==> config.mk <==
export PLATFORM = sky130hd
export DESIGN_NAME = feedback_comb_highpass
export DESIGN_NICKNAME = d
export VERILOG_FILES = /design/src/rtl/core/fch_pkg.sv /design/src/rtl/core/fch_div.sv /design/src/rtl/core/feedback_comb_highpass.sv
export SDC_FILE = /design/constraint.sdc
export NUM_CORES = 1
export LEC_CHECK = 0
export ABC_AREA = 1
export ABC_CLOCK_PERIOD_IN_PS = 4000
export BUFFER_PORTS_ARGS = -buffer_cell sky130_fd_sc_hd__clkbuf_2
export CORE_MARGIN = 10
export CORE_UTILIZATION = 25
export DETAILED_ROUTE_END_ITERATION = 12
export PLACE_DENSITY_LB_ADDON = 0.08
export SYNTH_ARGS = -nofsm -noshare
export SYNTH_HDL_FRONTEND = slang
export SYNTH_HIERARCHICAL = 1
export SYNTH_SLANG_ARGS = --single-unit
==> constraint.sdc <==
create_clock -name i_clk -period 4 [get_ports i_clk]
set_input_delay 0.6 -clock i_clk [delete_from_list [all_inputs] [get_ports i_clk]]
set_output_delay 0.6 -clock i_clk [all_outputs]
set_load 0.05 [all_outputs]
==> src/rtl/core/fch_pkg.sv <==
// Shared widths and constants for the feedback comb high-pass filter.
`default_nettype none
package fch_pkg;

    localparam int FCH_DELAY     = 10;
    localparam int SAMPLE_W      = 16;
    localparam int GAIN_W        = 8;
    localparam int PROD_W        = SAMPLE_W + GAIN_W;   // k * y_old, signed
    localparam int ACC_W         = PROD_W + 1;          // x - k * y_old, signed
    localparam int MAG_W         = ACC_W - 2;           // |acc| < 2^23
    localparam int DIVR_W        = GAIN_W + 1;          // k + 1
    localparam int QUO_W         = 16;                  // |quotient| <= 32768

    localparam logic [QUO_W-2:0] SAT_MAG = 15'h7fff;

endpackage
`default_nettype wire

==> src/rtl/core/fch_div.sv <==
// Restoring divider, one quotient bit per cycle, unsigned magnitudes.
`default_nettype none
module fch_div
    import fch_pkg::*;
(
    input  wire logic              i_clk,
    input  wire logic              i_rst_n,
    input  wire logic              i_start,
    input  wire logic [MAG_W-1:0]  i_dividend,
    input  wire logic [DIVR_W-1:0] i_divisor,
    output logic                   o_done,
    output logic [QUO_W-1:0]       o_quotient
);

    logic [DIVR_W-1:0] r_rem, n_rem;
    logic [QUO_W-1:0]  r_dvd;
    logic [QUO_W-1:0]  r_quo;
    logic [3:0]        r_cnt;
    logic              r_busy;
    logic              r_done;
    logic [DIVR_W:0]   w_trial;
    logic              w_ge;

    // the quotient never exceeds 16 bits, so the top dividend bits are below the divisor
    always_comb begin
        w_trial = {r_rem, r_dvd[QUO_W-1]};
        w_ge    = w_trial >= {1'b0, i_divisor};
        n_rem   = w_ge ? DIVR_W'(w_trial - {1'b0, i_divisor}) : DIVR_W'(w_trial);
    end

    always_ff @(posedge i_clk) begin
        if (!i_rst_n) begin
            r_busy <= 1'b0;
            r_done <= 1'b0;
            r_cnt  <= '0;
        end else begin
            r_done <= 1'b0;
            if (i_start) begin
                r_busy <= 1'b1;
                r_cnt  <= 4'(QUO_W - 1);
            end else if (r_busy) begin
                r_cnt <= r_cnt - 4'd1;
                if (r_cnt == 4'd0) begin
                    r_busy <= 1'b0;
                    r_done <= 1'b1;
                end
            end
        end
    end

    always_ff @(posedge i_clk) begin
        if (i_start) begin
            r_rem <= DIVR_W'(i_dividend[MAG_W-1:QUO_W]);
            r_dvd <= i_dividend[QUO_W-1:0];
        end else if (r_busy) begin
            r_rem <= n_rem;
            r_dvd <= {r_dvd[QUO_W-2:0], 1'b0};
            r_quo <= {r_quo[QUO_W-2:0], w_ge};
        end
    end

    assign o_done     = r_done;
    assign o_quotient = r_quo;

endmodule
`default_nettype wire

==> src/rtl/core/feedback_comb_highpass.sv <==
// Feedback comb high-pass filter: y = sat((x - k*y[n-DELAY]) / (k+1)).
// One item at a time: o_s_axis_tready is high only in S_IDLE, and each item runs the
// 8-step bit-serial multiply, S_SUB, S_ABS, the 16-step restoring divider and S_FIN;
// a result still waiting on i_m_axis_tready holds the next one back in S_FIN, and the
// output register lets the next item in.
// Reset (sync, active low): gain 0, delay line reads as zero until it fills once.
`default_nettype none
module feedback_comb_highpass
    import fch_pkg::*;
#(
    parameter int DELAY = FCH_DELAY
) (
    input  wire logic                       i_clk,
    input  wire logic                       i_rst_n,
    input  wire logic                       i_cfg_valid,
    output logic                            o_cfg_ready,
    input  wire logic [GAIN_W-1:0]          i_cfg_data,    // feedback_gain
    input  wire logic                       i_s_axis_tvalid,
    output logic                            o_s_axis_tready,
    input  wire logic signed [SAMPLE_W-1:0] i_s_axis_tdata, // sample_in
    input  wire logic                       i_s_axis_tlast,
    output logic                            o_m_axis_tvalid,
    input  wire logic                       i_m_axis_tready,
    output logic signed [SAMPLE_W-1:0]      o_m_axis_tdata, // sample_out
    output logic                            o_m_axis_tlast
);

    localparam int PTR_W = (DELAY > 1) ? $clog2(DELAY) : 1;

    typedef enum logic [5:0] {
        S_IDLE = 6'b000001,
        S_MUL  = 6'b000010,
        S_SUB  = 6'b000100,
        S_ABS  = 6'b001000,
        S_DIV  = 6'b010000,
        S_FIN  = 6'b100000
    } t_state;

    t_state                     r_state;
    logic [GAIN_W-1:0]          r_gain;
    logic signed [SAMPLE_W-1:0] r_x;
    logic                       r_last;
    logic [PTR_W-1:0]           r_ptr;
    logic                       r_full;
    logic signed [SAMPLE_W-1:0] r_mem [DELAY];
    logic signed [SAMPLE_W-1:0] r_rd_data;
    logic [GAIN_W-1:0]          r_kshift;
    logic [2:0]                 r_mcnt;
    logic signed [PROD_W-1:0]   r_prod;
    logic signed [ACC_W-1:0]    r_acc;
    logic                       r_neg;
    logic signed [SAMPLE_W-1:0] r_out_data;
    logic                       r_out_last;
    logic                       r_out_valid;

    logic                       w_accept;
    logic                       w_fin;
    logic signed [SAMPLE_W-1:0] w_old;
    logic signed [ACC_W-1:0]    w_abs;
    logic [DIVR_W-1:0]          w_divisor;
    logic                       w_div_done;
    logic [QUO_W-1:0]           w_quo;
    logic [SAMPLE_W-1:0]        w_sat;
    logic signed [SAMPLE_W-1:0] w_y;

    assign o_cfg_ready     = 1'b1;
    assign o_s_axis_tready = (r_state == S_IDLE);
    assign w_accept        = i_s_axis_tvalid && o_s_axis_tready;
    assign w_fin           = (r_state == S_FIN) && (!r_out_valid || i_m_axis_tready);

    always_comb begin
        w_old     = r_full ? r_rd_data : '0;
        w_abs     = r_acc[ACC_W-1] ? -r_acc : r_acc;
        w_divisor = DIVR_W'(r_gain) + DIVR_W'(1);
        w_sat     = w_quo[QUO_W-1] ? {1'b0, SAT_MAG} : {1'b0, w_quo[QUO_W-2:0]};
        w_y       = r_neg ? -$signed(w_sat) : $signed(w_sat);
    end

    fch_div u_div (
        .i_clk      (i_clk),
        .i_rst_n    (i_rst_n),
        .i_start    (r_state == S_ABS),
        .i_dividend (MAG_W'(w_abs)),
        .i_divisor  (w_divisor),
        .o_done     (w_div_done),
        .o_quotient (w_quo)
    );

    always_ff @(posedge i_clk) begin
        if (!i_rst_n) begin
            r_state     <= S_IDLE;
            r_gain      <= '0;
            r_ptr       <= '0;
            r_full      <= 1'b0;
            r_out_valid <= 1'b0;
        end else begin
            if (i_cfg_valid && o_cfg_ready) begin
                r_gain <= i_cfg_data;
            end
            if (w_fin) begin
                r_out_valid <= 1'b1;
            end else if (r_out_valid && i_m_axis_tready) begin
                r_out_valid <= 1'b0;
            end
            case (r_state)
                S_IDLE: begin
                    if (w_accept) begin
                        r_state <= S_MUL;
                    end
                end
                S_MUL: begin
                    if (r_mcnt == 3'd0) begin
                        r_state <= S_SUB;
                    end
                end
                S_SUB: r_state <= S_ABS;
                S_ABS: r_state <= S_DIV;
                S_DIV: begin
                    if (w_div_done) begin
                        r_state <= S_FIN;
                    end
                end
                S_FIN: begin
                    if (w_fin) begin
                        r_state <= S_IDLE;
                        if (r_ptr == PTR_W'(DELAY - 1)) begin
                            r_ptr  <= '0;
                            r_full <= 1'b1;
                        end else begin
                            r_ptr <= r_ptr + PTR_W'(1);
                        end
                    end
                end
                default: r_state <= S_IDLE;
            endcase
        end
    end

    always_ff @(posedge i_clk) begin
        if (w_accept) begin
            r_x       <= i_s_axis_tdata;
            r_last    <= i_s_axis_tlast;
            r_rd_data <= r_mem[r_ptr];
            r_kshift  <= r_gain;
            r_mcnt    <= 3'd7;
            r_prod    <= '0;
        end
        if (r_state == S_MUL) begin
            r_prod   <= (r_prod <<< 1)
                        + (r_kshift[GAIN_W-1] ? PROD_W'(w_old) : PROD_W'(0));
            r_kshift <= {r_kshift[GAIN_W-2:0], 1'b0};
            r_mcnt   <= r_mcnt - 3'd1;
        end
        if (r_state == S_SUB) begin
            r_acc <= ACC_W'(r_x) - ACC_W'(r_prod);
        end
        if (r_state == S_ABS) begin
            r_neg <= r_acc[ACC_W-1];
        end
        if (w_fin) begin
            r_mem[r_ptr] <= w_y;
            r_out_data   <= w_y;
            r_out_last   <= r_last;
        end
    end

    assign o_m_axis_tvalid = r_out_valid;
    assign o_m_axis_tdata  = r_out_data;
    assign o_m_axis_tlast  = r_out_last;

endmodule
`default_nettype wire
**Yosys cells after proc, flatten, opt, wreduce, memory -nomap -nowiden**

Memory sizes are Yosys's and may differ from the RTL's. A register that Yosys moved wholly into a read port is not among the register bits.
Cells that the tools add are included.
Widths: inputs -> output; s select.

- Bits in registers: 162
- Output and inout port bits: 20
- Logic and storage cells: 94
- Memories kept: 1
- Memory bits (read-only): 0
- Bits in latches: 0
- Input port bits: 30
- Memory bits (writable): 160

Memories:

| name | words | width | rd ports | clocked after memory_dff | wr ports | RTL line | text |
|---|---|---|---|---|---|---|---|
| r_mem | 10 | 16 | 1 | 1 | 1 | feedback_comb_highpass.sv:45 | `logic signed [SAMPLE_W-1:0] r_mem [DELAY];` |

- Div/mod/pow operators: 0
- Equality and inequality tests: 11
- Bitwise operators: 3
- Shift-type cells: 0
- Multiplexer cells: 32
- Multipliers: 0
- Order comparisons: 1
- $add $sub $neg: 9
- Reduce and logical (&&, ||, !) cells: 15

Operators with widths:

| cell | number |
|---|---|
| $mux 24 | 3 |
| $mux 16 | 4 |
| $pmux 6 s6 | 1 |
| $sub 16x24->25 | 1 |
| $add 24x24->24 | 1 |
| $mux 6 | 4 |
| $mux 23 | 1 |
| $neg 23->23 | 1 |
| $mux 8 | 2 |
| $neg 15->16 | 1 |
| $mux 15 | 1 |
| $mux 7 | 2 |
| $mux 4 | 3 |
| $ge 10x9->1 | 1 |
| $add 8x1->9 const B | 1 |
| $mux 9 | 1 |
| $sub 9x9->9 | 1 |
| $mux 1 | 8 |
| $eq 6x1->1 const B | 1 |
| $eq 6x2->1 const B | 1 |
| $eq 6x3->1 const B | 1 |
| $eq 6x4->1 const B | 1 |
| $eq 6x5->1 const B | 1 |
| $eq 6x6->1 const B | 1 |
| 18 further kinds | 28 |

**Logic depth before layout (Yosys ltp)**

Gate-level depths: netlist (run 1).

- Depth in word-level cells: 5
- Gate-level depth with buffers: 16
- Gate-level depth less buffers: 16

**Cells and area by module**

Netlist (run 1), hierarchy kept.

By module, submodules not included:

| module | seq. area each (um^2) | cells each | area each (um^2) | times used |
|---|---|---|---|---|
| feedback_comb_highpass | 8498.2 | 1570 | 14841.7 | 1 |
| fch_div | 1331.3 | 266 | 2433.6 | 1 |

**Worst setup path after synthesis (run 1)**

No wires, ideal clock.

- Path kind: register to register
- Start point: reg r_state[0]
- End point: mem r_mem[7][0], enable pin
- Stages on the path, launching flop included: 6
- Path buffers: 0
- Arrival time: 2412 ps
- Required time: 3570 ps
- Slack: 1157 ps
- Period minus slack after synthesis: 2843 ps
- Setup time: 430 ps
- Cell sequence: dfxtp_1 nor2_1 nand2_1 nor3_2 nand2_2 nor4_1

- Cells in the longest elaborated chain, start to end: 4

RTL lines:

| item | RTL line | text |
|---|---|---|
| start: declaration | feedback_comb_highpass.sv:39 | `t_state r_state;` |
| start signal: assignment | feedback_comb_highpass.sv:91 | `r_state <= S_IDLE;` |
| start signal: assignment | feedback_comb_highpass.sv:108 | `r_state <= S_MUL;` |
| start signal: assignment | feedback_comb_highpass.sv:113 | `r_state <= S_SUB;` |
| $eq 6x6->1 | feedback_comb_highpass.sv:69 | `assign w_fin = (r_state == S_FIN) && (!r_out_valid \|\| i_m_axis_tready);` |
| $logic_and 1x1->1 | feedback_comb_highpass.sv:69 |  |
| $mux 1 | feedback_comb_highpass.sv:160 | `if (w_fin) begin` |
| $mux 1 (not written as such) | feedback_comb_highpass.sv:161 | `r_mem[r_ptr] <= w_y;` |
| end: declaration | feedback_comb_highpass.sv:45 |  |

No other way between the ends.

**Final worst setup path (run 1)**

- Start point: reg r_state[4]
- End point: reg u_div.r_cnt[0]

- Cells in the longest elaborated chain, start to end: 2
- Elaborated cells on any way between the ends: 3
- Classes of those cells: eq/ne: 1; mux: 1; reduce/logical: 1

RTL lines:

| item | RTL line | text |
|---|---|---|
| $eq 6x4->1 (*) | feedback_comb_highpass.sv:82 | `.i_start (r_state == S_ABS),` |
| $mux 4 / $reduce_bool 2->1 (equally long branches) | n/a |  |
| end signal: assignment | fch_div.sv:40 | `r_cnt <= 4'(QUO_W - 1);` |
| end signal: assignment | fch_div.sv:42 | `r_cnt <= r_cnt - 4'd1;` |
| end: declaration | fch_div.sv:18 | `logic [3:0] r_cnt;` |

Every way passes the cells marked *; elsewhere a longest branch is shown, timed or not.
A chain may end at the register's enable or synchronous reset.

==> results.md, run 1 <==
* Fmax at between 0.3 and 0.4 GHz
* CTS H-tree lvls at 2
* Final core occ at between 20 and 30%
* Storage cell area at 9829 um2
* Synth async-reset ratio at 0%
* Hold Vio Cnt, Final at 0
* Synth area leader: edfxtp_1
* Syn Inst Count at around 1800
* Post-synth EDFFs at roughly 310
* DP HPWL at 37.31 mm
* ANT cells at 0
* Most common cell after layout, fill and taps aside: nand2_1
* Critical path capture point type: flop
* ANT nets after route at 0
* Post-synth cell types at 46
* Main area contributors after synthesis: edfxtp_1, nand2_1, inv_1, ha_1, nand3_1
* Ys Warns at 6
* I/O Pins at 50
* Core box area at 68590 um2
* Synth top area share at 53.54%
* Final critical-path required period at about 2.8 ns
* CTS root buf: clkbuf_16
* Run status: finished, final reports clean
* Final net count at about 2000
* Area Growth Syn to Fin at 16.21%
* CTS Buf Count at 42
* CTS Sinks at 337
* Unrepaired setup endpoints after global routing: no
* First-pass GRT wire length at between 70 and 80 mm
* Gr usage total at 12.86%
* Crit-path slowest cell: inv_1
* Critical Path Max Stage Delay at 0.70 ns
* Fill cell count at 7275
* DR vias at 12520
* Multi-input gate area at 6347 um2
* Power Density at about 550 nW/um2
* Die Ht at 282.9 um
* Die area at 80020 um2
* Initial antenna violation count at 2
* Hold Path Class: primary input to flop
* Synthesized area per cell at 9.409 um2
* Setup CP Type: flop to flop
* Worst skew pair latency at 0.58 ns
* #FFs+latches synth at 337
* DRC at 0
* VDD IR max at 252.9 uV
* Row cnt at 96
* Buf/Inv on CP at 3
* Cell family with most CP delay: buffers and inverters
* Grt ovf at 0
* Slew headroom at approximately a fifth
* GP Congestion at 0.7929
* CP cell instances: nor2_2 > nand4_1 > inv_1 > nor2_1 > inv_1 > buf_4 > o21ai_0 > a21oi_1
* Total Neg Setup Slack at 0 ns
* Pleak at 8.197 nW
* Layout cell share with drive strength beyond 1 at 10.14%
* Port-buffer cells at 48
* Max-cap violations at 0
* Startpoint types: flop
* Sequential share of the synthesized area at 56.90%
* 1st-iter DRT viols at 623
* Most frequent CP cell: inv_1
* Clock transition at path regs at 0.06 ns
* Number of global-route vias before repair at 12550
* Total Power at 10.99 mW
* CTS Buffer Depth at 3
* Vias per cell at 4.356
* Post-Syn Nets at 1930
* Die X at 282.9 um
* Largest net degree at the start of global routing at 52
* Initial Utilization at 25.19%
* Drt pass-1 iters at 5
* Post-Syn Area at approximately 17000 um2
* Final setup violation count at 0
* Clk_skew at around 0.034 ns
* CTS tree: built
* Final WL at about 51 mm
* WL per Instance at 17.90 um
* Crit Path Max Fanout at 30
* Slew @ Worst Pin at around 1.2 ns
* Commonest cells after routing, fill and taps aside: nand2_1, edfxtp_1, inv_1
* Req. time, crit path at around 4.5 ns
* Final number of max-transition violations at 0
* CP arrival at ~3.3 ns
* Cts hold-fix bufs at 0
* Main flop type after synthesis: edfxtp_1
* Setup Fix Bufs, Post-CTS at 0
* Final worst path period share at ~70%
* PostCTS Resize Cnt at 0
per-layer routing:
metal	GRT usage [%]	wire, um	vias up
li1	-	-	6304
met1	16.75	23790	5977
met2	21.71	24600	175
met3	1.858	1800	64
met4	4.010	1260	0
met5	0	0	-
cells in the mapped netlist (3+ instances only):
library cell,n
o21a_1,3
or2_1,5
fa_1,3
nor2_2,9
dfxtp_1,29
xnor2_1,11
nand3_1,139
edfxtp_1,308
clkbuf_1,18
nand3b_1,15
ha_1,61
inv_2,12
or2_2,3
nand3_2,6
nor2_1,169
nand2_2,10
inv_1,234
a21oi_1,69
o211ai_1,18
xor2_1,38
nor2_4,7
buf_2,15
buf_6,4
o21ai_1,5
o21ai_0,62
a22oi_1,32
nor4_1,7
nand2_1,489
nand4_1,20
nor3_1,16
final timing paths:
path | from | end | slack [ns] | cells after the start
setup / recovery | r_state[4] | u_div/r_cnt[0] | 1.22 | 8
hold / removal | i_s_axis_tdata[3] | r_x[3] | 0.20 | 1
setup reg to reg | r_state[4] | u_div/r_cnt[0] | 1.22 | 8
hold reg to reg | r_last | o_m_axis_tlast | 0.42 | 0
layout make-up:
type / count / area share (%)
clock buffers: 53 / 5.647
clock inverters: 22 / 1.215
inverters: 246 / 4.600
multi-input cells: 1213 / 31.62
flip-flops and latches: 337 / 48.96
well taps: 931 / 5.802
repair buffers: 72 / 2.156
logic make-up (layout without fill, tap and decap cells):
family          Yosys count  after routing  share of synthesized area [%]
simple gates            901            901                          22.58
flops                   337            337                          56.90
buf+inv                 286            393                          6.540
compound gates          197            197                          6.613
fa+ha+maj                64             64                          4.766
xor+xnor                 50             50                          2.578
other cells               1              1                        0.02171
through the flow:
stage	cells	instance area, um2	hold slack (ns)	setup WS [ns]
finish	2874	20080	0.1984	1.215
global route	2874	20080	0.1647	0.8221
CTS	2874	20080	0.1508	1.108
detailed placement	2799	18700	0.4164	1.131
global placement	2799	18700	0.4212	1.166
floorplan	1836	17280	0.4003	1.157
power by group:
| part | leakage, nW | total, mW | switching (mW) | internal (mW) |
|---|---|---|---|---|
| Clock | 0.675 | 3.82 | 1.55 | 2.27 |
| Combinational | 4.48 | 2.71 | 1.93 | 0.780 |
| Sequential | 3.04 | 4.46 | 0.183 | 4.27 |
flip-flops by register name, summed over array words and instances, names as in the netlist:
signal and count:
r_prod 24, u_div/r_busy 1, u_div/r_dvd 16, r_full 1, r_acc 24, r_mem 160
r_kshift 8, r_rd_data 16, u_div/o_quotient 16, o_m_axis_tlast 1, u_div/o_done 1, r_x 16
u_div/r_cnt 4, u_div/r_rem 9, r_ptr 4, r_gain 8, r_mcnt 3, r_last 1
r_state 6, r_neg 1, o_m_axis_tvalid 1, o_m_axis_tdata 16
No activity file was read; power rests on OpenSTA's default activity.
==> run 2, diff against run 1 <==
--- a/config.mk
+++ b/config.mk
@@ -5,8 +5,8 @@
 export SDC_FILE = /design/constraint.sdc
 export NUM_CORES = 1
 export LEC_CHECK = 0
-export ABC_AREA = 1
-export ABC_CLOCK_PERIOD_IN_PS = 4000
+export ABC_AREA = 0
+export ABC_CLOCK_PERIOD_IN_PS = 2650
 export BUFFER_PORTS_ARGS = -buffer_cell sky130_fd_sc_hd__clkbuf_2
 export CORE_MARGIN = 10
 export CORE_UTILIZATION = 25
==> constraint.sdc (replaced) <==
create_clock -name i_clk -period 2.65 [get_ports i_clk]
set_input_delay 0.3975 -clock i_clk [delete_from_list [all_inputs] [get_ports i_clk]]
set_output_delay 0.3975 -clock i_clk [all_outputs]
set_load 0.05 [all_outputs]
==> run 2 against run 1 <==
The run now ends with setup timing left. Setup slack worse by 1.2 ns. Sequential power up 37%. Register-to-register slack worse by 1.2 ns. Via count down 14%. Synthesized cell count down 31%. Sequential cell count unchanged. Design area up 7.6%. Fmax up 4.6%. Clock skew up 0.0090 ns. Combinational power down 36%. Clock-buffer cell count up 7. Critical path type unchanged. Critical endpoint is now r_acc[24]. Largest power group unchanged.
==> results.md, run 2 <==
* Hold Vio Cnt, Final at 0 (unchanged)
* R2R Setup Slk at -0.01 ns (-1.23 ns)
* Synthesized area per cell at 13.07 um2 (+39%)
* CTS Buffer Depth at 3 (unchanged)
* Post-Place Setup Slack at -0.2701 ns (-1.401 ns)
* Min-delay src: i_s_axis_tdata[15]
* Fill cell count at 6557 (-9.9%)
* Cell with the most instances after synthesis: edfxtp_1
* Synth cell count leaders: edfxtp_1, a21oi_1, nand2_1
* Ys Warns at 6 (unchanged)
* Area Growth Syn to Fin at 30.75%
* Final setup violation count at 2 (+2)
* Worst Setup SP: r_prod[0]
* Final critical-path required period at 2.662 ns (-0.1228 ns)
* Final worst path period share at 100.5% (+31 points)
* Largest regs: r_mem: 160 flops, r_acc: 24 flops, r_prod: 24 flops
* Largest net degree at the start of global routing at 43 (-17%)
* WL per Instance at 18.18 um (+1.6%)
* Main area contributors after synthesis: edfxtp_1, ha_1, mux4_2, dfxtp_1, xnor2_1
* Run status: complete, but fails checks
* Critical R2R Capture: r_acc[24]
* Die Ht at 277.1 um (-2.0%)
* CP arrival at 2.96 ns (-0.33 ns)
* DR vias at 10800 (-14%)
* Crit-path slowest cell: edfxtp_1
* Reg2reg path depth at 9 (+1)
* Grt ovf at 0 (unchanged)
* Port-buffer cells at 48 (unchanged)
* VDD IR max at 411.9 uV (+63%)
* GP Congestion at 0.7391 (-6.8%)
* Main flop type after synthesis: edfxtp_1
* Syn Inst Count at 1264 (-31%)
* Synth top area share at 55.97% (+2.4 points)
* Post-Syn Nets at 1358 (-30%)
* Post-synth cell types at 74 (+61%)
* Initial antenna violation count at 0 (-2)
* Critical path capture point type: flop
* Worst hold path depth at 1 (unchanged)
* Total Power at 13.30 mW (+21%)
* CTS Sinks at 337 (unchanged)
* Unrepaired setup endpoints after global routing: yes
* ANT nets after route at 0 (unchanged)
* Failing checks: setup timing
* Cell Count, Final, Fillers Out at 2418 (-16%)
* Core box area at 65630 um2 (-4.3%)
* Post-synth EDFFs at 308 (unchanged)
* CTS tree: built
* Synth area leader: edfxtp_1
* Final number of max-transition violations at 0 (unchanged)
* Setup CP Type: flop to flop
* # placed instances at 2299 (-18%)
* Final core occ at 32.93% (+3.7 points)
* Post-Syn Area at 16530 um2 (-4.3%)
* First-pass GRT wire length at 68.01 mm (-13%)
* Max-cap violations at 0 (unchanged)
* Crit Path Max Fanout at 3 (-90%)
* Largest family of logic cells by synthesized area: compound AO/OA/AOI/OAI gates
* Synth async-reset ratio at 0% (unchanged)
* Gr usage total at 11.22% (-1.6 points)
* Compound-Gate Fraction of Synth Area at 11.25% (+4.6 points)
* Row cnt at 94 (-2.1%)
* Initial Utilization at 25.18% (about the same)
* Die X at 277.1 um (-2.0%)
* Slew headroom at 26.93% (+6.1 points)
* Pleak at 7.706 nW (-6.0%)
* Post-Synth Simple-Gate Area at 9.926% (-13 points)
* Most common cell after layout, fill and taps aside: edfxtp_1
* Fin area at 21610 um2 (+7.6%)
* Hold slack final at 0.05580 ns (-0.1426 ns)
* Fmax at 0.3756 GHz (+4.6%)
* Layout cell share with drive strength beyond 1 at 32.18% (+22 points)
* Req. time, crit path at 2.94 ns (-1.57 ns)
* Final WL at 43.96 mm (-15%)
* #FFs+latches synth at 337 (unchanged)
* DRC at 0 (unchanged)
* CP cell instances: ha_2 > fa_2 > nor2b_2 > o31a_1 > o21a_1 > o21ai_2 > o31a_1 > o311a_1 > a211o_1
* Post-Synth Adder-Cell Area at 4.982% (+0.22 points)
* Worst Hold Endpoint: r_x[15]
* Max reg flops at 160 (unchanged)
* Worst skew pair latency at 0.58 ns (about the same)
* 1st-iter DRT viols at 474 (-24%)
* Die area at 76790 um2 (-4.0%)
* Drt pass-1 iters at 5 (unchanged)
* CTS root buf: clkbuf_16
* Slew @ Worst Pin at 1.091 ns (-0.08785 ns)
* I/O Pins at 50 (unchanged)
* CTS Buf Count at 42 (unchanged)
* R2r startpoint: r_prod[0]
* Hold Path Class: primary input to flop
* Most frequent CP cell: o31a_1
* Commonest cells after routing, fill and taps aside: edfxtp_1, buf_4, nand2_1
* Multiplexer area fraction after synthesis at 7.389% (+7.4 points)
* Startpoint types: flop
* ANT cells at 0 (unchanged)
* DP HPWL at 30.15 mm (-19%)
* Vias per cell at 4.465 (+2.5%)
* Total Neg Setup Slack at -0.02376 ns (-0.02376 ns)
* Clock transition at path regs at 0.05 ns (about the same)
* Power Density at 615.3 nW/um2 (+12%)
* Area after DPL at 19130 um2 (+2.3%)
* Clk_skew at 0.04257 ns (+0.009040 ns)
* Xor and xnor area share after synthesis at 3.975% (+1.4 points)
* Setup ws final at -0.01209 ns (-1.227 ns)
* Final net count at 1617 (-19%)
* CTS H-tree lvls at 2 (unchanged)
* Sequential share of the synthesized area at 59.48% (+2.6 points)
* Critical Path Max Stage Delay at 0.38 ns (-0.32 ns)
* Number of global-route vias before repair at 11420 (-9.1%)
* Most flops, register: r_mem
-- run 2: changes by cell type after synthesis, moves of 23 or more --
| cell | change |
|---|---|
| mux2i_1 | +32 |
| xnor2_1 | +37 |
| a22oi_1 | -32 |
| nor2_1 | -102 |
| mux4_2 | +32 |
| nand2_1 | -418 |
| a211oi_1 | +26 |
| nor2b_1 | +39 |
| a21o_1 | +24 |
| and3_1 | +23 |
| nand3_1 | -123 |
| inv_1 | -169 |
-- run 2: area by class of cell --
cell class	count	area [um2]	share of cell area, %
clock buffers	60	1150	5.321
multi-input cells	809	7028	32.52
flip-flops and latches	337	9843	45.55
repair buffers	268	2096	9.699
clock inverters	15	160.2	0.7412
well taps	864	1081	5.003
inverters	65	250.2	1.158
-- run 2: power breakdown --
group	switching, mW	internal (mW)
registers	0.113	5.99
clock network	2.32	3.14
logic	0.914	0.821
total	3.34	9.95
-- run 2: repair_timing --
item / in CTS / in global routing
pin swaps: 36 / 57
endpoints found under the hold margin: 16 / 0
setup buffers: 13 / 12
cloned: 2 / 2
gates resized for setup: 83 / 83
hold buffers: 16 / 0
setup endpoints to repair: 48 / 108
-- run 2: layer usage --
layer  track usage, %  part of all wire, %
met1            14.38                   46
met2            19.24                   49
met3            1.823                  3.0
met4            3.038                  2.0
met5                0                    0
-- run 2: how the worst max path moves through the flow --
stage	end
floorplan	r_mem[1][0]
global placement	r_prod[20]
detailed placement	r_prod[22]
CTS	r_prod[23]
global route	r_acc[24]
finish	r_acc[24]
-- run 2: critical path: cells and delay by family, from the launching register on --
| kind | cells | cell delay [ns] |
|---|---|---|
| adders and majority gates | 2 | 0.55 |
| DFF | 1 | 0.38 |
| AOI/OAI and AO/OA | 6 | 1.33 |
| and+or+nand+nor | 1 | 0.13 |
-- run 2: kinds of logic after synthesis --
logic type / after synthesis
buffers and inverters: 120
AOI/OAI and AO/OA: 272
muxes: 80
adders and majority gates: 64
xor gates and xnor gates: 75
DFF: 337
other: 1
and+or+nand+nor: 315
